**src/hw/rtl/snt_pkg.sv**
```systemverilog
// ----------------------------------------------------------------------------
// snt_pkg: shared types and constants
// Command codes, register indexes, the queued request, back-end states and
// saturation helpers for the sigmoid neuron.
// ----------------------------------------------------------------------------
package snt_pkg;

  localparam int CntW = 11;

  typedef enum logic [1:0] {
    CMD_FWD       = 2'd0,
    CMD_TRAIN_OUT = 2'd1,
    CMD_TRAIN_HID = 2'd2,
    CMD_LOAD      = 2'd3
  } cmd_t;

  localparam logic REG_RATE  = 1'b0;
  localparam logic REG_COUNT = 1'b1;

  localparam logic [15:0]     RATE_RESET  = 16'd6554;
  localparam logic [CntW-1:0] COUNT_RESET = 11'd1024;
  localparam logic [16:0]     ONE_Q16     = 17'd65536;
  localparam logic signed [47:0] HALF_RANGE = 48'sd524288;

  typedef struct packed {
    cmd_t                cmd;
    logic                last;
    logic [CntW-1:0]     addr;
    logic [CntW-1:0]     n;
    logic signed [31:0]  x;
    logic [16:0]         act;
    logic signed [31:0]  tgt;
  } op_t;

  typedef enum logic [3:0] {
    BK_IDLE, BK_LOAD, BK_FMUL, BK_FACC, BK_FBIAS, BK_FIDX,
    BK_TG, BK_TD, BK_TSAT, BK_TXD, BK_TRATE, BK_TWR, BK_TBMUL, BK_TBWR, BK_OUT
  } back_state_t;

  function automatic logic signed [47:0] sat48(input logic signed [49:0] v);
    if (v > 50'sd140737488355327) return 48'sh7FFF_FFFF_FFFF;
    if (v < -50'sd140737488355328) return 48'sh8000_0000_0000;
    return v[47:0];
  endfunction

  function automatic logic signed [31:0] sat32(input logic signed [50:0] v);
    if (v > 51'sd2147483647) return 32'sh7FFF_FFFF;
    if (v < -51'sd2147483648) return 32'sh8000_0000;
    return v[31:0];
  endfunction

endpackage

```
**src/hw/rtl/snt_fifo.sv**
```systemverilog
// ----------------------------------------------------------------------------
// snt_fifo: request queue
// Two-entry queue between intake and execution.
// ----------------------------------------------------------------------------
module snt_fifo (
  input  logic          clk,
  input  logic          rst,
  input  logic          push,
  input  snt_pkg::op_t  push_data,
  input  logic          pop,
  output snt_pkg::op_t  head,
  output logic          full,
  output logic          empty
);
  import snt_pkg::*;

  op_t        slot [2];
  logic       wr_ptr;
  logic       rd_ptr;
  logic [1:0] count;

  assign full  = (count == 2'd2);
  assign empty = (count == 2'd0);
  assign head  = slot[rd_ptr];

  always_ff @(posedge clk) begin
    if (push) begin
      slot[wr_ptr] <= push_data;
    end
  end

  always_ff @(posedge clk) begin
    if (rst) begin
      wr_ptr <= 1'b0;
      rd_ptr <= 1'b0;
      count  <= 2'd0;
    end else begin
      if (push) wr_ptr <= !wr_ptr;
      if (pop)  rd_ptr <= !rd_ptr;
      count <= count + 2'(push) - 2'(pop);
    end
  end

endmodule

```
**config.mk**
```make
export PLATFORM = sky130hd
export DESIGN_NAME = snt_fifo
export DESIGN_NICKNAME = d
export VERILOG_FILES = /design/src/hw/rtl/snt_pkg.sv /design/src/hw/rtl/snt_fifo.sv
export SDC_FILE = /design/constraint.sdc
export NUM_CORES = 1
export LEC_CHECK = 0
export ABC_AREA = 0
export BUFFER_PORTS_ARGS = -buffer_cell sky130_fd_sc_hd__clkbuf_2
export CELL_PAD_IN_SITES_DETAIL_PLACEMENT = 0
export CELL_PAD_IN_SITES_GLOBAL_PLACEMENT = 1
export CORE_UTILIZATION = 44
export DETAILED_ROUTE_END_ITERATION = 8
export PLACE_DENSITY = 0.83
export SYNTH_ARGS = -nofsm -noshare
export SYNTH_HDL_FRONTEND = slang
export SYNTH_SLANG_ARGS = --single-unit
```
**constraint.sdc**
```tcl
create_clock -name clk -period 6.9 [get_ports clk]
set_clock_uncertainty 0.05 [all_clocks]
set_input_delay 0.345 -clock clk [delete_from_list [all_inputs] [get_ports clk]]
set_output_delay 0.345 -clock clk [all_outputs]
set_load 0.01 [all_outputs]
```
==> results of run 1 <==
## cell usage after synthesis
cell      count  area [um^2]
edfxtp_1    212         6366
mux2_2       66        743.2
mux2_4       40        600.6
buf_2         6        30.03
buf_6         6        67.56
dfxtp_1       5        100.1
nor2_1        5        18.77
nor2b_1       3        18.77
ha_1          2        25.02
inv_1         2        7.510
xnor2_1       2        17.52
and2_1        1        6.260
xnor3_1       1        22.52
## worst reg2reg max path, stage by stage (launching register included)
cell,delay [ns]
dfxtp_1,0.41
and2_4,0.64
buf_4,0.77
## power breakdown
| group | internal [W] | total [W] | switching (W) |
|---|---|---|---|
| Sequential | 0.00154 | 0.00157 | 0.0000334 |
| Clock | 0.000607 | 0.00106 | 0.000452 |
| Combinational | 0.000201 | 0.000374 | 0.000173 |
| Total | 0.00235 | 0.00301 | 0.000658 |
## per-stage QoR
stage	instances	instance area, um^2	util (%)	total power [W]
final	930	11020	61.53	0.003007
after global routing	930	11020	61.53	0.003129
after CTS	928	11000	61.42	0.003039
after detailed placement	789	9343	52.19	0.001930
after global placement	789	9343	52.19	0.001917
after floorplan	351	8024	-	0.001798
## cell families after synthesis
| family | synth area share, % |
|---|---|
| xor gates and xnor gates | 0.4990 |
| adders and majority gates | 0.3118 |
| buffers and inverters | 1.310 |
| DFF | 80.59 |
| muxes | 16.75 |
| and+or+nand+nor | 0.5459 |
## layer usage
layer / routed length, um / track usage, %
met3: 1116 / 3.852
met2: 8120 / 28.59
met5: 0 / 0
met1: 6046 / 18.49
met4: 256 / 4.945
## cell type report
type / instances / area [um^2] / share of cell area [%]
sequential: 217 / 6470 / 58.73
timing repair buffer: 324 / 2147 / 19.49
multi-input combinational: 120 / 1463 / 13.28
clock buffer: 28 / 594.3 / 5.395
tap: 229 / 286.5 / 2.601
clock inverter: 10 / 47.55 / 0.4316
inverter: 2 / 7.507 / 0.06815
## final timing paths
path / to / slack [ns] / cells after the start
worst min register to register: flop / 0.47 / 2
worst min-delay path: slot[0][77]$_DFFE_PP_ / 0.02 / 1
worst max-delay path: head[18] / 3.72 / 3
worst max register to register: slot[1][74]$_DFFE_PP_ / 4.62 / 2
## flip-flops by register name (all words and copies together) (netlist names), named ones only
name / cells
slot: 212
count: 2
rd_ptr: 1
wr_ptr: 1
==> summary.md, run 1 <==
| Metric | Value |
|---|---|
| Via count | `4,457` |
| Clock root buffer master | `clkbuf_16` |
| DIE AREA | `18,780 um^2` |
| Setup-failing EPs final | `0` |
| TNS Setup | `0 ns` |
| Synth Cell Area | `8024 um^2` |
| WP data required | `6.50 ns` |
| Reported leakage power | `4.311 nW` |
| Maximum clock rate | `314.8 MHz` |
| Placer Congestion | `0.7323` |
| Commonest non-fill, non-tap cells in the layout | `clkbuf_2, edfxtp_1, dlygate4sd3_1` |
| Mapped Avg Cell Area | `22.86 um^2` |
| CTS tree | `done` |
| Synth Warn # | `0` |
| Overall Global Routing Usage | `15.85%` |
| First-pass GRT wire length | `22,730 um` |
| Status | `complete, no violations` |
| Slowest stage delay, CP | `0.83 ns` |
| Worst-path cell with the longest stage delay | `dfxtp_4` |
| Post-synthesis to final-layout area growth | `37.28%` |
| Starting Density | `44.82%` |
| Hpwl dp | `9405 um` |
| Maxcap violations | `0` |
| Pin count of the biggest net entering global routing | `58` |
| Clock latency on the worst-skew pair | `0.48 ns` |
| Mapped Cells | `351` |
| Netlist cell types | `13` |
| Antenna Cells | `0` |
| Core area | `17,900 um^2` |
| Cell Pwr Density | `272.9 nW/um^2` |
| DR WL/cell | `16.71 um` |
| Synthesized Nets | `463` |
| CTS clk-pin slew, worst paths | `0.06 ns` |
| CTS HTree Levels | `1` |
| Crit. End Element | `output port` |
| Nets@finish | `800` |
| PostCTS Resize Cnt | `0` |
| Hold slack | `0.01619 ns` |
| Post CTS Setup Buffer Count | `0` |
| Sequential share of the synthesized area | `80.59%` |
| HP Class | `input pin to flop` |
| Initial antenna violation count | `0` |
| Tmin final | `3.176 ns` |
| Via density | `4.792` |
| Synth Register Bits | `217` |
| Arrival @ worst endpoint | `2.78 ns` |
| Drt first pass iters | `4` |
| DRC | `0` |
| Vias in the first global route | `4,709` |
| CP Launch Type | `flop` |
| Tcrit/Tclk final | `46.03%` |
| Post-Place Worst Slack | `4.217 ns` |
| Hold-fix buffers at CTS | `101` |
| Detail Route Antenna Nets | `0` |
| Crit path kind | `flop to output port` |
| Layout cells sized above 1 | `51.21%` |
| Final worst setup slack | `3.724 ns` |
| Least-Margin Pin Slew | `0.8940 ns` |
| Max clock buf depth | `3` |
| Drt first-iter violations | `223` |
| Die H | `137.0 um` |
| IO buf count | `217` |
| RSZ-0062 raised after global routing | `false` |
| Layout fillers | `1,284` |
| Commonest non-fill, non-tap cell in the layout | `clkbuf_2` |
| Rows | `49` |
| Hold Startpoint | `push_data[77]` |
| Worst path cell trace | `buf_4 -> mux2_2 -> clkbuf_2` |
| Final Hold Violating Endpoints | `0` |
| Slew headroom | `40.40%` |
| Worst path buffer plus inverter count | `2` |
| FF-to-FF Start | `wr_ptr$_SDFFE_PP0P_` |
| Final WL | `15,540 um` |
| Maximum VDD drop | `0.2051 mV` |
| Final Max Tran Viols | `0` |
| Crit path max-delay family | `buffers and inverters` |
| Boundary Pins | `218` |
| Chip Width | `137.0 um` |
| Max Fanout on Critical Path | `57` |
| CTS Buf Count | `23` |
| Congestion Overflow GR | `0` |
| CTS Sinks | `217` |
(Power assumes the default switching activity.)
==> run 2, diff against run 1 <==
CORE_UTILIZATION = 40   (was 44)
PLACE_DENSITY = 0.8   (was 0.83)
clock period = 2.6 ns   (was 6.9 ns; I/O delays follow)
==> run 2 against run 1 <==
  * Non-clock buffer count increased by 9
  * Sequential share of layout area decreased by 1.2 points
  * Routed wire length increased by 0.86%
  * Final cell count increased by 5.1%
  * Worst setup slack got worse by 3.3 ns
  * Clock-buffer cell count decreased by 1
  * Combinational power increased to 2.8 times the previous value
  * Register-to-register slack got worse by 3.6 ns
  * Critical path type unchanged
  * Critical endpoint is now head[19]
  * Largest cell class unchanged
  * Largest power group unchanged
==> summary.md, run 2 (synthesis gave the netlist of run 1 again) <==
| Metric | Value |
|---|---|
| Worst path buffer plus inverter count | `2 (unchanged)` |
| First-pass GRT wire length | `23,470 um (was 22,730 um)` |
| DIE AREA | `20,630 um^2 (was 18,780 um^2)` |
| Post-synthesis to final-layout area growth | `40.22% (was 37.28%)` |
| Boundary Pins | `218 (unchanged)` |
| Top Layer Used | `met4 (unchanged)` |
| Slowest stage delay, CP | `0.58 ns (was 0.83 ns)` |
| PostCTS Resize Cnt | `0 (unchanged)` |
| Reported leakage power | `4.397 nW (was 4.311 nW)` |
| Tmin final | `2.177 ns` |
| Drt first-iter violations | `160 (was 223)` |
| Worst path cell trace | `buf_4 -> mux2_2 -> clkbuf_2 (unchanged)` |
| Commonest non-fill, non-tap cells in the layout | `clkbuf_2, edfxtp_1, dlygate4sd3_1 (unchanged)` |
| Cell Pwr Density | `736.4 nW/um^2 (was 272.9 nW/um^2)` |
| Commonest non-fill, non-tap cell in the layout | `clkbuf_2 (unchanged)` |
| Placer Congestion | `0.7382 (was 0.7323)` |
| Max clock buf depth | `3 (unchanged)` |
| Max Fanout on Critical Path | `48 (was 57)` |
| Initial antenna violation count | `0 (unchanged)` |
| Layout cells sized above 1 | `50.70% (was 51.21%)` |
| CTS tree | `done (unchanged)` |
| Overall Global Routing Usage | `14.89% (was 15.85%)` |
| Via count | `4,439 (was 4,457)` |
| Worst-case reg-to-reg path depth | `2 (unchanged)` |
| WL met3 | `1121 um (was 1116 um)` |
| HP Class | `input pin to flop (unchanged)` |
| Drt first pass iters | `4 (unchanged)` |
| Least-Margin Pin Slew | `0.8042 ns (was 0.8940 ns)` |
| Pin count of the biggest net entering global routing | `59 (was 58)` |
| DR WL/cell | `16.04 um (was 16.71 um)` |
| CTS Sinks | `217 (unchanged)` |
| TNS Setup | `0 ns (unchanged)` |
| Congestion Overflow GR | `0 (unchanged)` |
| Most flop-heavy register | `slot (unchanged)` |
| R2r endpoint | `slot[1][92]$_DFFE_PP_ (was slot[1][74]$_DFFE_PP_)` |
| Chip Width | `143.6 um (was 137.0 um)` |
| Arrival @ worst endpoint | `2.00 ns (was 2.78 ns)` |
| Tcrit/Tclk final | `83.73%` |
| Core area | `19,590 um^2 (was 17,900 um^2)` |
| Post-Place Cell Area | `9428 um^2 (was 9343 um^2)` |
| Vias in the first global route | `4,816 (was 4,709)` |
| Wl on met1 | `6132 um (was 6046 um)` |
| CTS HTree Levels | `1 (unchanged)` |
| Maxcap violations | `0 (unchanged)` |
| Nets@finish | `808 (was 800)` |
| CTS clk-pin slew, worst paths | `0.06 ns (about the same)` |
| Starting Density | `40.96% (was 44.82%)` |
| Rows | `51 (was 49)` |
| DRC | `0 (unchanged)` |
| Slew headroom | `46.39% (was 40.40%)` |
| Maximum VDD drop | `0.4228 mV (was 0.2051 mV)` |
| CTS Buf Count | `22 (was 23)` |
| Final Max Tran Viols | `0 (unchanged)` |
| Max reg flops | `212 (unchanged)` |
| Detail Route Antenna Nets | `0 (unchanged)` |
| Worst-path cell with the longest stage delay | `buf_4 (was dfxtp_4)` |
| Worst hold path cell count | `2 (was 1)` |
| Reg2reg setup slack | `0.98 ns (was 4.62 ns)` |
| Hold endpoint | `slot[1][28]$_DFFE_PP_ (was slot[0][77]$_DFFE_PP_)` |
| Status | `complete, no violations (unchanged)` |
| Hold Startpoint | `push_data[28] (was push_data[77])` |
| CP Launch Type | `flop (unchanged)` |
| Fin area | `11,250 um^2 (was 11,020 um^2)` |
| Setup-failing EPs final | `0 (unchanged)` |
| Clock root buffer master | `clkbuf_16 (unchanged)` |
| Layout fillers | `1,489 (was 1,284)` |
| Antenna Cells | `0 (unchanged)` |
| Via density | `4.544 (was 4.792)` |
| Hpwl dp | `9430 um (was 9405 um)` |
| WP data required | `2.42 ns (was 6.50 ns)` |
| FF-to-FF Start | `wr_ptr$_SDFFE_PP0P_ (unchanged)` |
| Crit path kind | `flop to output port (unchanged)` |
| Clock latency on the worst-skew pair | `0.49 ns (was 0.48 ns)` |
| Final Hold Violating Endpoints | `0 (unchanged)` |
| Maximum clock rate | `459.4 MHz` |
| Post CTS Setup Buffer Count | `0 (unchanged)` |
| IO buf count | `217 (unchanged)` |
| Hold-fix buffers at CTS | `110 (was 101)` |
| Met2 WL | `8121 um (was 8120 um)` |
| Crit. End Element | `output port (unchanged)` |
| Die H | `143.6 um (was 137.0 um)` |
| RSZ-0062 raised after global routing | `false (unchanged)` |
| Crit path max-delay family | `buffers and inverters (unchanged)` |
| Final WL | `15,670 um (was 15,540 um)` |
| Largest registers | `slot: 212 flops, count: 2 flops (unchanged)` |
## run 2: final cells by class
type,instances,area [um^2],share of cell area (%)
flip-flops and latches,217,6470,57.51
repair buffers,333,2257,20.06
multi-input cells,120,1463,13.00
clock buffers,27,590.6,5.249
well taps,265,331.6,2.947
clock inverters,13,131.4,1.168
inverters,2,7.507,0.06673
## run 2: per-stage QoR
step           cells  hold WS, ns  utilization [%]  power, W  setup WS [ns]
2_1_floorplan    351       0.1516                -  0.004754         0.2116
3_3_place_gp     827       0.2687            48.13  0.005099         0.9571
3_5_place_dp     827       0.2729            48.13  0.005133         0.9041
4_1_cts          977       0.2906            57.43  0.008377         0.3555
5_1_grt          977       0.3038            57.43  0.008614         0.3225
6_report         977       0.3190            57.43  0.008285         0.4230
## run 2: worst max-delay path by stage
stage               cells after the start                 from              endpoint
finish                                  3                 flop              head[19]
global route                            3                 flop              head[19]
global placement                        3                 flop              head[23]
detailed placement                      3                 flop              head[19]
floorplan                               1  wr_ptr$_SDFFE_PP0P_  slot[0][0]$_DFFE_PP_
CTS                                     3                 flop              head[19]
## run 2: metal layers
layer,track usage [%],vias up
li1,-,2079
met4,4.423,0
met2,27.98,174
met3,3.932,25
met5,0,-
met1,16.31,2161
## run 2: where the power goes
group	switching [W]	internal (W)
combinational	0.000494	0.000550
clock	0.00120	0.00190
sequential	0.0000583	0.00409
total	0.00175	0.00654
==> run 3, diff against run 2 <==
CORE_UTILIZATION = 44   (was 40)
PLACE_DENSITY = 0.83   (was 0.8)
clock period = 2.2 ns   (was 2.6 ns; I/O delays follow)
==> run 3 against run 2 <==
  * Worst hold slack worse by 0.016 ns
  * Final area shrank 0.34%
  * Core utilization increased by 5.2 points
  * Clock-buffer cell count rose by 2
  * Critical path depth stayed put
  * Routed wire length is 0.67% higher
  * Critical path type unchanged
  * Critical endpoint is now head[2]
  * Highest routed layer unchanged
==> summary.md, run 3 (synthesis gave the netlist of run 1 again) <==
| Metric | Value |
|---|---|
| Crit path max-delay family | `buffers and inverters (unchanged)` |
| Setup-failing EPs final | `0 (unchanged)` |
| Antenna Cells | `0 (unchanged)` |
| Overall Global Routing Usage | `16.44% (was 14.89%)` |
| Commonest non-fill, non-tap cells in the layout | `clkbuf_2, edfxtp_1, dlygate4sd3_1 (unchanged)` |
| Final worst setup slack | `0.3031 ns (was 0.4230 ns)` |
| Starting Density | `44.82% (was 40.96%)` |
| DIE AREA | `18,780 um^2 (was 20,630 um^2)` |
| Initial antenna violation count | `0 (unchanged)` |
| Combined area of the multi-input logic cells | `1463 um^2 (unchanged)` |
| Status | `complete, no violations (unchanged)` |
| Worst-case reg-to-reg path depth | `6 (was 2)` |
| Gate power share | `12.8% (was 12.6%)` |
| Switching share of power | `21.31% (was 21.09%)` |
| GR Layer Usage met2 | `30.47% (was 27.98%)` |
| Met1 Track Usage GR | `18.62% (was 16.31%)` |
| Critical path depth | `3 (unchanged)` |
| Switching power | `0.002064 W (was 0.001747 W)` |
| Slew headroom | `65.44% (was 46.39%)` |
| Worst path cell trace | `buf_12 -> mux2_2 -> clkbuf_2 (was buf_4 -> mux2_2 -> clkbuf_2)` |
| Via density | `4.708 (was 4.544)` |
| Post-layout util | `62.63% (was 57.43%)` |
| Reported leakage power | `4.396 nW (was 4.397 nW)` |
| Nets@finish | `810 (was 808)` |
| Hold slack | `0.3034 ns (was 0.3190 ns)` |
| Tcrit/Tclk final | `86.22%` |
| HP Class | `input pin to flop (unchanged)` |
| CTS tree | `done (unchanged)` |
| Least-Margin Pin Slew | `0.5184 ns (was 0.8042 ns)` |
| Slowest stage delay, CP | `0.39 ns (was 0.58 ns)` |
| Post-synthesis to final-layout area growth | `39.73% (was 40.22%)` |
| GR peak layer | `met2 (unchanged)` |
| Final Hold Violating Endpoints | `0 (unchanged)` |
| Via count | `4,430 (was 4,439)` |
| Vias in the first global route | `4,773 (was 4,816)` |
| Worst-path cell with the longest stage delay | `mux2_2 (was buf_4)` |
| Worst hold path cell count | `2 (unchanged)` |
| IO buf count | `217 (unchanged)` |
| Worst path buffer plus inverter count | `2 (unchanged)` |
| Tmin final | `1.897 ns` |
| Layout cells sized above 1 | `50.84% (was 50.70%)` |
| Drt first pass iters | `6 (was 4)` |
| Arrival @ worst endpoint | `1.74 ns (was 2.00 ns)` |
| Crit path kind | `flop to output port (unchanged)` |
| Sequential Area | `6471 um^2 (was 6470 um^2)` |
| Core area | `17,900 um^2 (was 19,590 um^2)` |
| Maximum VDD drop | `0.5372 mV (was 0.4228 mV)` |
| Final Max Tran Viols | `0 (unchanged)` |
| Detail Route Antenna Nets | `0 (unchanged)` |
| RSZ-0062 raised after global routing | `false (unchanged)` |
| Largest registers | `slot: 212 flops, count: 2 flops (unchanged)` |
| Congestion Overflow GR | `0 (unchanged)` |
| WP data required | `2.04 ns (was 2.42 ns)` |
| Drt first-iter violations | `205 (was 160)` |
| Met3 GRT Util | `3.667% (was 3.932%)` |
| Rows | `49 (was 51)` |
| Max Fanout on Critical Path | `54 (was 48)` |
| Cell Pwr Density | `863.9 nW/um^2 (was 736.4 nW/um^2)` |
| Pin count of the biggest net entering global routing | `55 (was 59)` |
| CP Launch Type | `flop (unchanged)` |
| Clock power share | `36.6% (was 37.4%)` |
| Most flop-heavy register | `slot (unchanged)` |
| Placer Congestion | `0.7030 (was 0.7382)` |
| Crit. End Element | `output port (unchanged)` |
| TNS Setup | `0 ns (unchanged)` |
| CTS clk-pin slew, worst paths | `0.06 ns (about the same)` |
| Max clock buf depth | `3 (unchanged)` |
| Boundary Pins | `218 (unchanged)` |
| CTS Buf Count | `22 (unchanged)` |
| Post-Place Worst Slack | `0.7653 ns (was 0.9041 ns)` |
| Final WL | `15,780 um (was 15,670 um)` |
| Reg power frac | `50.6% (was 50.0%)` |
| First-pass GRT wire length | `23,550 um (was 23,470 um)` |
| Chip Width | `137.0 um (was 143.6 um)` |
| Hpwl dp | `9600 um (was 9430 um)` |
| DRC | `0 (unchanged)` |
| Max reg flops | `212 (unchanged)` |
| Maximum clock rate | `527.2 MHz` |
| Commonest non-fill, non-tap cell in the layout | `clkbuf_2 (unchanged)` |
| DR WL/cell | `16.77 um (was 16.04 um)` |
| Clock root buffer master | `clkbuf_16 (unchanged)` |
| Clock latency on the worst-skew pair | `0.49 ns (about the same)` |
| Die H | `137.0 um (was 143.6 um)` |
| Int Power | `0.007622 W (was 0.006538 W)` |
| PostCTS Resize Cnt | `0 (unchanged)` |
| Maxcap violations | `0 (unchanged)` |
| CTS Sinks | `217 (unchanged)` |
| Post CTS Setup Buffer Count | `0 (unchanged)` |
| CTS HTree Levels | `1 (unchanged)` |
| Layout fillers | `1,266 (was 1,489)` |
==> run 3: area by class of cell <==
type,count,area share [%]
Sequential cell,217,57.72
Timing Repair Buffer,335,20.49
Multi-Input combinational cell,120,13.05
Clock buffer,29,5.334
Tap cell,229,2.556
Clock inverter,9,0.7923
Inverter,2,0.06696
==> run 3: path summary, 6_finish.rpt <==
kind	startpoint	slack, ns	to
min reg2reg	rd_ptr$_SDFFE_PP0P_	0.48	rd_ptr$_SDFFE_PP0P_
max	flop	0.30	head[2]
min	push_data[57]	0.30	slot[1][57]$_DFFE_PP_
max reg2reg	count[0]$_SDFF_PP0_	0.76	count[1]$_SDFF_PP0_
==> run 3: stage by stage <==
step,total power (W),cell area [um^2],std cells
final,0.009686,11210,941
after detailed placement,0.006074,9424,793
after global placement,0.006034,9424,793
after floorplan,0.005619,8034,351
after CTS,0.009786,11210,941
after global routing,0.01004,11210,941
==> run 3: timing repair <==
item / 4_1_cts / 5_1_grt
hold buffers: 110 / 0
endpoints found under the setup margin: 0 / 0
endpoints found under the hold margin: 217 / 0
==> run 3: layer usage <==
layer  wire length [um]  share of wire (%)
met1               6231                 39
met3                997                6.3
met2               8272                 52
met4                276                1.7
met5                  0                  0
==> run 3: power groups by stage <==
| stage | clock network, W | registers (W) | logic [W] |
|---|---|---|---|
| 5_1_grt | 0.00378 | 0.00492 | 0.00135 |
| 4_1_cts | 0.00364 | 0.00490 | 0.00125 |
| 6_report | 0.00354 | 0.00490 | 0.00124 |
| 3_3_place_gp | 0 | 0.00497 | 0.00107 |
| 3_5_place_dp | 0 | 0.00498 | 0.00109 |
| 2_1_floorplan | 0 | 0.00497 | 0.000653 |
==> run 3: worst register-to-register path: stages (launching register included) <==
cell and delay (ns):
dfxtp_1 0.36, inv_1 0.06, ha_1 0.26, inv_1 0.05
ha_1 0.14, xnor3_1 0.38, nor2_1 0.08
