--- src/hw/rtl/snt_pkg.sv ---
// ----------------------------------------------------------------------------
// snt_pkg: shared types and constants
// Command codes, register indexes, the queued request, back-end states and
// saturation helpers for the sigmoid neuron.
// ----------------------------------------------------------------------------
package snt_pkg;

  localparam int CntW = 11;

  typedef enum logic [1:0] {
    CMD_FWD       = 2'd0,
    CMD_TRAIN_OUT = 2'd1,
    CMD_TRAIN_HID = 2'd2,
    CMD_LOAD      = 2'd3
  } cmd_t;

  localparam logic REG_RATE  = 1'b0;
  localparam logic REG_COUNT = 1'b1;

  localparam logic [15:0]     RATE_RESET  = 16'd6554;
  localparam logic [CntW-1:0] COUNT_RESET = 11'd1024;
  localparam logic [16:0]     ONE_Q16     = 17'd65536;
  localparam logic signed [47:0] HALF_RANGE = 48'sd524288;

  typedef struct packed {
    cmd_t                cmd;
    logic                last;
    logic [CntW-1:0]     addr;
    logic [CntW-1:0]     n;
    logic signed [31:0]  x;
    logic [16:0]         act;
    logic signed [31:0]  tgt;
  } op_t;

  typedef enum logic [3:0] {
    BK_IDLE, BK_LOAD, BK_FMUL, BK_FACC, BK_FBIAS, BK_FIDX,
    BK_TG, BK_TD, BK_TSAT, BK_TXD, BK_TRATE, BK_TWR, BK_TBMUL, BK_TBWR, BK_OUT
  } back_state_t;

  function automatic logic signed [47:0] sat48(input logic signed [49:0] v);
    if (v > 50'sd140737488355327) return 48'sh7FFF_FFFF_FFFF;
    if (v < -50'sd140737488355328) return 48'sh8000_0000_0000;
    return v[47:0];
  endfunction

  function automatic logic signed [31:0] sat32(input logic signed [50:0] v);
    if (v > 51'sd2147483647) return 32'sh7FFF_FFFF;
    if (v < -51'sd2147483648) return 32'sh8000_0000;
    return v[31:0];
  endfunction

endpackage

--- src/hw/rtl/snt_if.sv ---
// ----------------------------------------------------------------------------
// snt_if: request and result channels
// Valid/ready channels carrying one neuron request or one result.
// ----------------------------------------------------------------------------
interface snt_in_if;
  logic               valid;
  logic               ready;
  logic [1:0]         cmd;
  logic signed [31:0] value;
  logic [10:0]        weight_index;
  logic [16:0]        activation;
  logic signed [31:0] target;
  modport source(output valid, cmd, value, weight_index, activation, target,
                 input ready);
  modport sink(input valid, cmd, value, weight_index, activation, target,
               output ready);
endinterface


--- src/hw/rtl/snt_front.sv ---
// ----------------------------------------------------------------------------
// snt_front: request intake
// Accepts requests, tracks the element position, drops out-of-range loads
// and hands classified requests to the queue.
// ----------------------------------------------------------------------------
module snt_front #(
  parameter int MAX_INPUTS = 1024
) (
  input  logic                  clk,
  input  logic                  rst,
  input  logic [10:0]           input_count,
  snt_in_if.sink                in_ch,
  input  logic                  q_full,
  output logic                  q_push,
  output snt_pkg::op_t          q_data
);
  import snt_pkg::*;

  logic [CntW-1:0] pos;
  logic [CntW-1:0] n;
  logic [CntW-1:0] last_pos;
  logic [CntW-1:0] pos_eff;
  logic            is_last;
  logic            is_load;
  logic            accept;

  always_comb begin
    if (input_count == '0) begin
      n = CntW'(1);
    end else if (int'(input_count) > MAX_INPUTS) begin
      n = CntW'(MAX_INPUTS);
    end else begin
      n = input_count;
    end
  end

  assign last_pos = n - CntW'(1);
  assign pos_eff  = (pos > last_pos) ? last_pos : pos;
  assign is_last  = (pos_eff == last_pos);
  assign is_load  = (cmd_t'(in_ch.cmd) == CMD_LOAD);
  assign in_ch.ready = !q_full;
  assign accept   = in_ch.valid && in_ch.ready;
  // drop loads beyond the bias slot
  assign q_push   = accept && (!is_load || (in_ch.weight_index <= n));

  always_comb begin
    q_data.cmd  = cmd_t'(in_ch.cmd);
    q_data.last = is_last;
    q_data.addr = is_load ? in_ch.weight_index : pos_eff;
    q_data.n    = n;
    q_data.x    = in_ch.value;
    q_data.act  = (in_ch.activation > ONE_Q16) ? ONE_Q16 : in_ch.activation;
    q_data.tgt  = in_ch.target;
  end

  always_ff @(posedge clk) begin
    if (rst) begin
      pos <= '0;
    end else if (accept && !is_load) begin
      pos <= is_last ? '0 : pos_eff + CntW'(1);
    end
  end

endmodule

--- src/flat_wrapper.sv ---
// flat-port wrapper written by rule: the top's interface ports become plain ports
module snt_front_flat import snt_pkg::*;
#(
  parameter int MAX_INPUTS = 1024
)
  (clk, rst, input_count, q_full, q_push, q_data, in_ch_valid, in_ch_cmd, in_ch_value, in_ch_weight_index, in_ch_activation, in_ch_target, in_ch_ready);
  snt_in_if in_ch_i ();
  input  logic clk;
  input  logic rst;
  input  logic [10:0] input_count;
  input  logic q_full;
  output logic q_push;
  output snt_pkg::op_t q_data;
  input wire logic [$bits(in_ch_i.valid)-1:0] in_ch_valid;
  input wire logic [$bits(in_ch_i.cmd)-1:0] in_ch_cmd;
  input wire logic [$bits(in_ch_i.value)-1:0] in_ch_value;
  input wire logic [$bits(in_ch_i.weight_index)-1:0] in_ch_weight_index;
  input wire logic [$bits(in_ch_i.activation)-1:0] in_ch_activation;
  input wire logic [$bits(in_ch_i.target)-1:0] in_ch_target;
  output wire logic [$bits(in_ch_i.ready)-1:0] in_ch_ready;
  assign in_ch_i.valid = in_ch_valid;
  assign in_ch_i.cmd = in_ch_cmd;
  assign in_ch_i.value = in_ch_value;
  assign in_ch_i.weight_index = in_ch_weight_index;
  assign in_ch_i.activation = in_ch_activation;
  assign in_ch_i.target = in_ch_target;
  assign in_ch_ready = in_ch_i.ready;
  snt_front #(.MAX_INPUTS(MAX_INPUTS)) u_core (.clk(clk), .rst(rst), .input_count(input_count), .in_ch(in_ch_i), .q_full(q_full), .q_push(q_push), .q_data(q_data));
endmodule
--- config.mk ---
export PLATFORM = sky130hd
export DESIGN_NAME = snt_front_flat
export DESIGN_NICKNAME = d
export VERILOG_FILES = /design/src/hw/rtl/snt_pkg.sv /design/src/hw/rtl/snt_if.sv /design/src/hw/rtl/snt_front.sv /design/src/flat_wrapper.sv
export SDC_FILE = /design/constraint.sdc
export NUM_CORES = 1
export LEC_CHECK = 0
export BUFFER_PORTS_ARGS = -buffer_cell sky130_fd_sc_hd__buf_2
export CELL_PAD_IN_SITES_DETAIL_PLACEMENT = 0
export CELL_PAD_IN_SITES_GLOBAL_PLACEMENT = 1
export CORE_UTILIZATION = 29
export CTS_CLUSTER_SIZE = 40
export DETAILED_ROUTE_END_ITERATION = 7
export PLACE_DENSITY_LB_ADDON = 0.1
export RECOVER_POWER = 100
export SYNTH_ARGS = -nofsm -noshare
export SYNTH_HDL_FRONTEND = slang
export SYNTH_SLANG_ARGS = --single-unit
--- constraint.sdc ---
create_clock -name clk -period 13.3 [get_ports clk]
set_input_delay 0.665 -clock clk [delete_from_list [all_inputs] [get_ports clk]]
set_output_delay 0.665 -clock clk [all_outputs]
set_load 0.03 [all_outputs]
==> results of run 1 <==
[cell type report]
cell class                      instances  area share
Timing Repair Buffer                   89       0.141
Clock buffer                            3      0.0148
Tap cell                              129      0.0578
Sequential cell                        11      0.0789
Multi-Input combinational cell        266       0.679
Inverter                               20      0.0269
Clock inverter                          1     0.00179
[metal layers]
metal | wire [µm] | part of all wire | vias to the layer above | track usage
li1 | - | - | 1326 | -
met1 | 3610 | 0.39 | 1228 | 0.212
met2 | 4830 | 0.52 | 109 | 0.339
met3 | 658 | 0.071 | 14 | 0.0334
met4 | 110 | 0.012 | 0 | 0.0290
met5 | 0 | 0 | - | 0
[logic make-up after synthesis]
family / share of synthesized area
flops: 0.0791
simple gates: 0.294
xor+xnor: 0.0440
buf+inv: 0.237
compound gates: 0.226
fa+ha+maj: 0.103
mux: 0.0162
[report_power, final]
group          leakage [nW]  internal, W  switching (W)
clock                0.0255    0.0000206      0.0000137
combinational          1.04    0.0000239      0.0000461
sequential           0.0887    0.0000333    0.000000397
[metrics by stage]
step	worst slack, ns	std cells
detailed placement	6.79	515
global route	6.17	519
floorplan	7.40	376
finish	6.67	519
CTS	6.99	519
global placement	6.93	515
[path summary, 6_finish.rpt]
| path | start | to | cells past startpoint |
|---|---|---|---|
| worst max-delay path | input_count[10] | u_core.pos[8] | 19 |
| worst min-delay path | u_core.pos[0] | u_core.pos[0] | 2 |
| worst max register to register | u_core.pos[4] | u_core.pos[8] | 14 |
| worst min register to register | u_core.pos[0] | u_core.pos[0] | 2 |
[placed cells by master (no fill, tap or decap), types with 4 or more instances in the layout]
| master | netlist | routed |
|---|---|---|
| sky130_fd_sc_hd__nor3_1 | 8 | 8 |
| sky130_fd_sc_hd__a211oi_1 | 4 | 4 |
| sky130_fd_sc_hd__a22o_1 | 4 | 5 |
| sky130_fd_sc_hd__nor4_1 | 7 | 7 |
| sky130_fd_sc_hd__o21ai_0 | 21 | 21 |
| sky130_fd_sc_hd__inv_1 | 19 | 20 |
| sky130_fd_sc_hd__or3_1 | 4 | 4 |
| sky130_fd_sc_hd__nand2b_1 | 4 | 4 |
| sky130_fd_sc_hd__xnor2_1 | 12 | 12 |
| sky130_fd_sc_hd__nor4b_1 | 3 | 4 |
| sky130_fd_sc_hd__nand2_1 | 28 | 28 |
| sky130_fd_sc_hd__nand3_1 | 7 | 7 |
| sky130_fd_sc_hd__clkbuf_1 | 5 | 44 |
| sky130_fd_sc_hd__ha_1 | 23 | 23 |
| sky130_fd_sc_hd__and3_1 | 5 | 5 |
| sky130_fd_sc_hd__nor2b_1 | 20 | 20 |
| sky130_fd_sc_hd__o21a_1 | 5 | 5 |
| sky130_fd_sc_hd__a21oi_1 | 19 | 19 |
| sky130_fd_sc_hd__dfxtp_1 | 11 | 11 |
| sky130_fd_sc_hd__and4_1 | 4 | 4 |
| sky130_fd_sc_hd__buf_2 | 2 | 44 |
| sky130_fd_sc_hd__nor2_1 | 17 | 17 |
[worst max-delay path: stages]
cell	delay (ns)
sky130_fd_sc_hd__clkbuf_1	0.46
sky130_fd_sc_hd__inv_1	0.37
sky130_fd_sc_hd__nand2_1	0.24
sky130_fd_sc_hd__ha_1	0.39
sky130_fd_sc_hd__nor3b_1	0.51
sky130_fd_sc_hd__nand4_1	0.15
sky130_fd_sc_hd__mux2_1	0.39
sky130_fd_sc_hd__ha_1	0.38
sky130_fd_sc_hd__nand3_1	0.17
sky130_fd_sc_hd__a211oi_1	0.41
sky130_fd_sc_hd__a22o_1	0.31
sky130_fd_sc_hd__nand2_1	0.46
sky130_fd_sc_hd__o21ai_0	0.46
sky130_fd_sc_hd__ha_1	0.30
sky130_fd_sc_hd__nor4b_1	0.31
sky130_fd_sc_hd__nand3_1	0.17
sky130_fd_sc_hd__a211oi_1	0.31
sky130_fd_sc_hd__xnor2_1	0.09
sky130_fd_sc_hd__a22o_1	0.20
==> qor.txt, run 1 <==
PLACE
------------------------------------------------------------------------------------------
Count of input and output buffers                                                       88
Dpl hpwl                                                                           7.90 mm
GPL Wtd Cong                                                                         0.807
Instance area after placement                                                  0.00281 mm²

JOB
------------------------------------------------------------------------------------------
# Max-Cap Violations                                                                     0

STA
------------------------------------------------------------------------------------------
Worst hold slack                                                                  0.520 ns
Final Max Tran Viols                                                                     0
RSZ-0062 raised after global routing                                                    no
Final Cycle Share                                                                    0.499
Highest clock rate                                                                 151 MHz
Minimum clock period                                                               6.63 ns
Worst rel slew slack                                                                 0.504
Transition time at the pin with the least slew margin                             0.734 ns
Finish-stage setup viols                                                                 0
Total Negative Setup Slacks                                                           0 ns
Fin Clk Skew                                                                    0.00851 ns
Number of hold-slack violations in the final timing report                               0

CLOCK NETWORK
------------------------------------------------------------------------------------------
Longest Clk Path Bufs                                                                    2
Clock edge transition at the registers on the reported setup and hold paths        0.06 ns
Clk sinks                                                                               11
Clock tree root driver cell                                                   sky130_fd_sc_hd__clkbuf_8
Setup repair bufs after CTS                                                              0
Clock insertion delay at the later pin of the skew report                          0.24 ns
Cts bufs inserted                                                                        3
# H-tree levels                                                                          1
TritonCTS clock tree                                                                 built
Hold buffer count at CTS                                                                 0
Quantity of gates resized following cts                                                  0

DETAILED ROUTING
------------------------------------------------------------------------------------------
Vias per std cell                                                                     5.16
1st-iter DRT viols                                                                     107
1st-pass router iterations                                                               4
Number of nets with antenna violations after detailed routing                            0
Total number of vias                                                                  2677
Final routed wire length divided by cell count                                     17.8 µm
Total Wirelength                                                                   9.22 mm
Count of unresolved DRC violations after routing                                         0

GLOBAL ROUTE
------------------------------------------------------------------------------------------
Pin count of the biggest net entering global routing                                    24
Number of antenna violations at the first check in global routing                        0
Wire length of the first global-routing pass                                       13.9 mm
Vias in the first global route                                                        2525
Sum of overflow across all layers after global routing                                   0
Global-route usage over all layers                                                   0.179

DIE
------------------------------------------------------------------------------------------
Chip height                                                                         100 µm
Die Width                                                                           100 µm
Floorplan Core Area                                                            0.00928 mm²
Rows                                                                                    35
Die ar.                                                                         0.0100 mm²
Ports placed on the boundary                                                           217
Initial core utilization                                                             0.300

FINISH
------------------------------------------------------------------------------------------
Number of antenna repair diodes                                                          0
Post-route cell area                                                           0.00279 mm²
Area occupied by registers                                                         220 µm²
Multi-input gate area in the final layout                                      0.00190 mm²
Max reg flops                                                                           11
Area Overhead vs Synth                                                              0.270%
Number of nets in the final layout                                                     523
Fraction of final layout cells sized beyond drive strength 1                         0.190
Final core utilization                                                               0.301
# fillers                                                                             1071
Largest regs                                                                  u_core.pos: 11 flops
Largest register by flop count                                                  u_core.pos

SETUP PATH
------------------------------------------------------------------------------------------
Critical path fanouts, max                                                              21
Type of origin of the critical path                                             input port
Setup slack, reg-to-reg                                                            9.18 ns
Arr. time, crit path                                                               6.76 ns
Kind of critical path                                                         input port to register
Type of destination of the critical path                                          register
CP required                                                                       13.43 ns

SYNTHESIS
------------------------------------------------------------------------------------------
Synthesized area                                                               0.00279 mm²
Share of flip-flops with an asynchronous set or reset after synthesis                    0
Synthesis Warnings                                                                       0
Flop and latch count out of synthesis                                                   11
Share of the synthesized area in the top cell type                                   0.183
Fraction of the yosys area taken by sequential cells                                0.0791
Syn_nets                                                                               508
Most instantiated cells after synthesis                                       68 x sky130_fd_sc_hd__buf_4, 28 x sky130_fd_sc_hd__nand2_1, 23 x sky130_fd_sc_hd__ha_1, 21 x sky130_fd_sc_hd__o21ai_0, 20 x sky130_fd_sc_hd__nor2b_1
Synth unique cells                                                                      69
Largest cells by area after synthesis                                         sky130_fd_sc_hd__buf_4 18%, sky130_fd_sc_hd__ha_1 10%, sky130_fd_sc_hd__dfxtp_1 7.9%, sky130_fd_sc_hd__nor2b_1 4.5%, sky130_fd_sc_hd__nand2_1 3.8%
Largest area contributor in the netlist                                       sky130_fd_sc_hd__buf_4
Cell count after synthesis                                                             376
Most common cell in the netlist                                               sky130_fd_sc_hd__buf_4
Number of enable flip-flop cells after synthesis                                         0
Mean instance size in the synthesized netlist                                     7.41 µm²
Main flop type after synthesis                                                sky130_fd_sc_hd__dfxtp_1

POWER
------------------------------------------------------------------------------------------
Cell Pwr Density                                                               49.4 mW/mm²
Leak pwr                                                                           1.15 nW
Total design power                                                              0.000138 W
Maximum ir drop on the vdd rail                                                    30.7 µV

OUTCOME
------------------------------------------------------------------------------------------
Run status                                                                    complete, no violations

WORST HOLD PATH
------------------------------------------------------------------------------------------
Type of the tightest min-delay check                                          register to register

Note: power is estimated with default switching activity, not from simulation.
==> run 2: changes to the inputs <==
Settings changed: ABC_AREA from default to 1, CORE_UTILIZATION 29 to 23.
Clock period 13.3 ns to 5.5 ns, I/O delays scaled along.
==> run 2 against run 1 <==
  * Non-clock buffer count did not move
  * Critical path depth rose by 2
  * Area after synthesis fell by 0.76%
  * Via count rose by 3.9%
  * Critical path type is now input port to output pin
  * The run now ends with design-rule violations left
  * Sequential power rose by 140%
  * Highest routed layer unchanged
  * Sequential share of layout area fell by 0.14 points
  * Flip-flop and latch count did not move
  * Die area rose by 25%
  * Clock skew fell by 0.0074 ns
==> qor.txt, run 2 <==
STA
------------------------------------------------------------------------------------------
Highest clock rate                                                                 213 MHz
Total Negative Setup Slacks                                                           0 ns
Fin Clk Skew                                                                    0.00109 ns
Final Cycle Share                                                                    0.855
Transition time at the pin with the least slew margin                              1.20 ns
Minimum clock period                                                               4.70 ns
Final Max Tran Viols                                                                     0
Number of hold-slack violations in the final timing report                               0
RSZ-0062 raised after global routing                                                    no
Worst hold slack                                                                  0.364 ns
Finish-stage setup viols                                                                 0
Worst rel slew slack                                                                 0.188

GLOBAL ROUTE
------------------------------------------------------------------------------------------
Global-route usage over all layers                                                   0.147
Pin count of the biggest net entering global routing                                    26
Vias in the first global route                                                        2793
Sum of overflow across all layers after global routing                                   0
Number of antenna violations at the first check in global routing                        0
Wire length of the first global-routing pass                                       14.5 mm

SETUP PATH
------------------------------------------------------------------------------------------
Arr. time, crit path                                                               4.43 ns
Critical path fanouts, max                                                              25
Worst setup path startpoint                                                   input_count[10]
CP required                                                                        5.22 ns
FF-to-FF Start                                                                u_core.pos[1]
Worst Reg2Reg Path Length in Cells                                                      21
Capture instance of the worst register-to-register path                       u_core.pos[8]
Type of origin of the critical path                                             input port
Critical Path Sink                                                             q_data[103]
Kind of critical path                                                         input port to output pin
Setup slack, reg-to-reg                                                            2.10 ns
Type of destination of the critical path                                        output pin

FINISH
------------------------------------------------------------------------------------------
Final core utilization                                                               0.246
Most frequent standard cell in the layout excluding fill and tap cells        sky130_fd_sc_hd__nand2_1
Post-route cell area                                                           0.00284 mm²
Largest register by flop count                                                  u_core.pos
Area Overhead vs Synth                                                               2.81%
Largest regs                                                                  u_core.pos: 11 flops
Top library cells by usage in the layout, fill and taps aside                 104 x sky130_fd_sc_hd__nand2_1, 64 x sky130_fd_sc_hd__inv_1, 54 x sky130_fd_sc_hd__nor2_1
Number of antenna repair diodes                                                          0
Max reg flops                                                                           11
Fraction of final layout cells sized beyond drive strength 1                         0.156
Number of nets in the final layout                                                     613

SYNTHESIS
------------------------------------------------------------------------------------------
Cell count after synthesis                                                             464
Fraction of the yosys area taken by sequential cells                                0.0797
Synthesized area                                                               0.00276 mm²
Main flop type after synthesis                                                sky130_fd_sc_hd__dfxtp_1
Synthesis Warnings                                                                       0
Most common cell in the netlist                                               sky130_fd_sc_hd__nand2_1
Share of the synthesized area in the top cell type                                   0.185
Synth unique cells                                                                      37
Mean instance size in the synthesized netlist                                     5.96 µm²
Largest area contributor in the netlist                                       sky130_fd_sc_hd__buf_4
Share of flip-flops with an asynchronous set or reset after synthesis                    0
Flop and latch count out of synthesis                                                   11
Number of enable flip-flop cells after synthesis                                         0
Most instantiated cells after synthesis                                       103 x sky130_fd_sc_hd__nand2_1, 68 x sky130_fd_sc_hd__buf_4, 62 x sky130_fd_sc_hd__inv_1, 53 x sky130_fd_sc_hd__nor2_1, 26 x sky130_fd_sc_hd__nand3_1
Syn_nets                                                                               596
Largest cells by area after synthesis                                         sky130_fd_sc_hd__buf_4 18%, sky130_fd_sc_hd__nand2_1 14%, sky130_fd_sc_hd__ha_1 10%, sky130_fd_sc_hd__inv_1 8.4%, sky130_fd_sc_hd__dfxtp_1 8.0%

JOB
------------------------------------------------------------------------------------------
# Max-Cap Violations                                                                     0

PLACE
------------------------------------------------------------------------------------------
GPL Wtd Cong                                                                         0.780
Instance area after placement                                                  0.00282 mm²
Count of input and output buffers                                                       88
Dpl hpwl                                                                           7.85 mm

CLOCK NETWORK
------------------------------------------------------------------------------------------
TritonCTS clock tree                                                                 built
Quantity of gates resized following cts                                                  0
Setup repair bufs after CTS                                                              0
Cts bufs inserted                                                                        3
Hold buffer count at CTS                                                                 0
Clock tree root driver cell                                                   sky130_fd_sc_hd__clkbuf_16
# H-tree levels                                                                          1
Clk sinks                                                                               11
Clock edge transition at the registers on the reported setup and hold paths        0.04 ns
Clock insertion delay at the later pin of the skew report                          0.24 ns
Longest Clk Path Bufs                                                                    2

DETAILED ROUTING
------------------------------------------------------------------------------------------
Total number of vias                                                                  2781
1st-iter DRT viols                                                                     114
Count of unresolved DRC violations after routing                                         7
Vias per std cell                                                                     4.46
Total Wirelength                                                                   9.16 mm
Final routed wire length divided by cell count                                     14.7 µm
1st-pass router iterations                                                               8
Number of nets with antenna violations after detailed routing                            0

DIE
------------------------------------------------------------------------------------------
Chip height                                                                         112 µm
Die ar.                                                                         0.0125 mm²
Floorplan Core Area                                                             0.0116 mm²
Initial core utilization                                                             0.239
Rows                                                                                    39
Ports placed on the boundary                                                           217
Die Width                                                                           112 µm

OUTCOME
------------------------------------------------------------------------------------------
Violated checks                                                               design-rule violations
Run status                                                                    finished, violations left

POWER
------------------------------------------------------------------------------------------
Leak pwr                                                                           1.43 nW
Maximum ir drop on the vdd rail                                                    68.9 µV
Cell Pwr Density                                                                139 mW/mm²
Total design power                                                              0.000394 W

WORST HOLD PATH
------------------------------------------------------------------------------------------
Type of the tightest min-delay check                                          input port to register

## run 2: worst min-delay path by stage
stage / start / endpoint / cells past startpoint
2_1_floorplan: rst / u_core.pos[4] / 1
5_1_grt: rst / u_core.pos[7] / 2
3_3_place_gp: u_core.pos[0] / u_core.pos[0] / 2
6_report: rst / u_core.pos[10] / 2
3_5_place_dp: u_core.pos[0] / u_core.pos[0] / 2
4_1_cts: rst / u_core.pos[10] / 2
## run 2: final cells by class
type | instances | area (µm²)
Multi-Input combinational cell | 309 | 1710
Inverter | 67 | 251
Fill cell | 1362 | 8720
Sequential cell | 11 | 220
Tap cell | 143 | 179
Clock buffer | 4 | 78.8
Timing Repair Buffer | 89 | 398
## run 2: critical path, cell delays in order
cell                       delay, ns
sky130_fd_sc_hd__buf_2          0.12
sky130_fd_sc_hd__inv_1          0.35
sky130_fd_sc_hd__o21bai_4       0.28
sky130_fd_sc_hd__nand2_1        0.26
sky130_fd_sc_hd__ha_1           0.32
sky130_fd_sc_hd__nand2_1        0.11
sky130_fd_sc_hd__nor2_1         0.07
sky130_fd_sc_hd__xor2_1         0.26
sky130_fd_sc_hd__inv_1          0.10
sky130_fd_sc_hd__ha_1           0.30
sky130_fd_sc_hd__nand2_1        0.09
sky130_fd_sc_hd__nor4_1         0.45
sky130_fd_sc_hd__nand4_4        0.25
sky130_fd_sc_hd__nand2_4        0.29
sky130_fd_sc_hd__nand2_1        0.12
sky130_fd_sc_hd__nand3_1        0.10
sky130_fd_sc_hd__inv_1          0.05
sky130_fd_sc_hd__nor2_1         0.13
sky130_fd_sc_hd__nand3_1        0.09
sky130_fd_sc_hd__nor2_1         0.09
sky130_fd_sc_hd__clkbuf_1       0.32
## run 2: power by group
| group | internal (W) | leakage [nW] | switching [W] |
|---|---|---|---|
| Combinational | 0.0000543 | 1.30 | 0.000125 |
| Sequential | 0.0000808 | 0.0887 | 0.000000676 |
| Clock | 0.0000974 | 0.0382 | 0.0000361 |
| Total | 0.000232 | 1.43 | 0.000162 |
## run 2: per-stage QoR
| step | instances | setup slack (ns) |
|---|---|---|
| after floorplan | 464 | 1.53 |
| after detailed placement | 619 | 0.806 |
| final | 623 | 0.798 |
| after global routing | 623 | 0.298 |
| after CTS | 623 | 0.983 |
| after global placement | 619 | 0.986 |
## run 2: cell families (layout without fill, tap and decap cells)
logic type,Yosys count,after routing,synth area share
flip-flops,11,11,0.0797
buffers and inverters,144,160,0.296
adder cells (fa/ha/maj),23,23,0.104
XOR/XNOR,10,10,0.0317
AND/OR/NAND/NOR,227,227,0.383
AO/OA/AOI/OAI,49,49,0.105
## run 2: metal layers
metal	track usage	up-vias	part of all wire
met5	0	-	0
met4	0.0315	0	0.011
met3	0.0152	17	0.027
met2	0.254	49	0.48
met1	0.195	1268	0.48
li1	-	1447	-
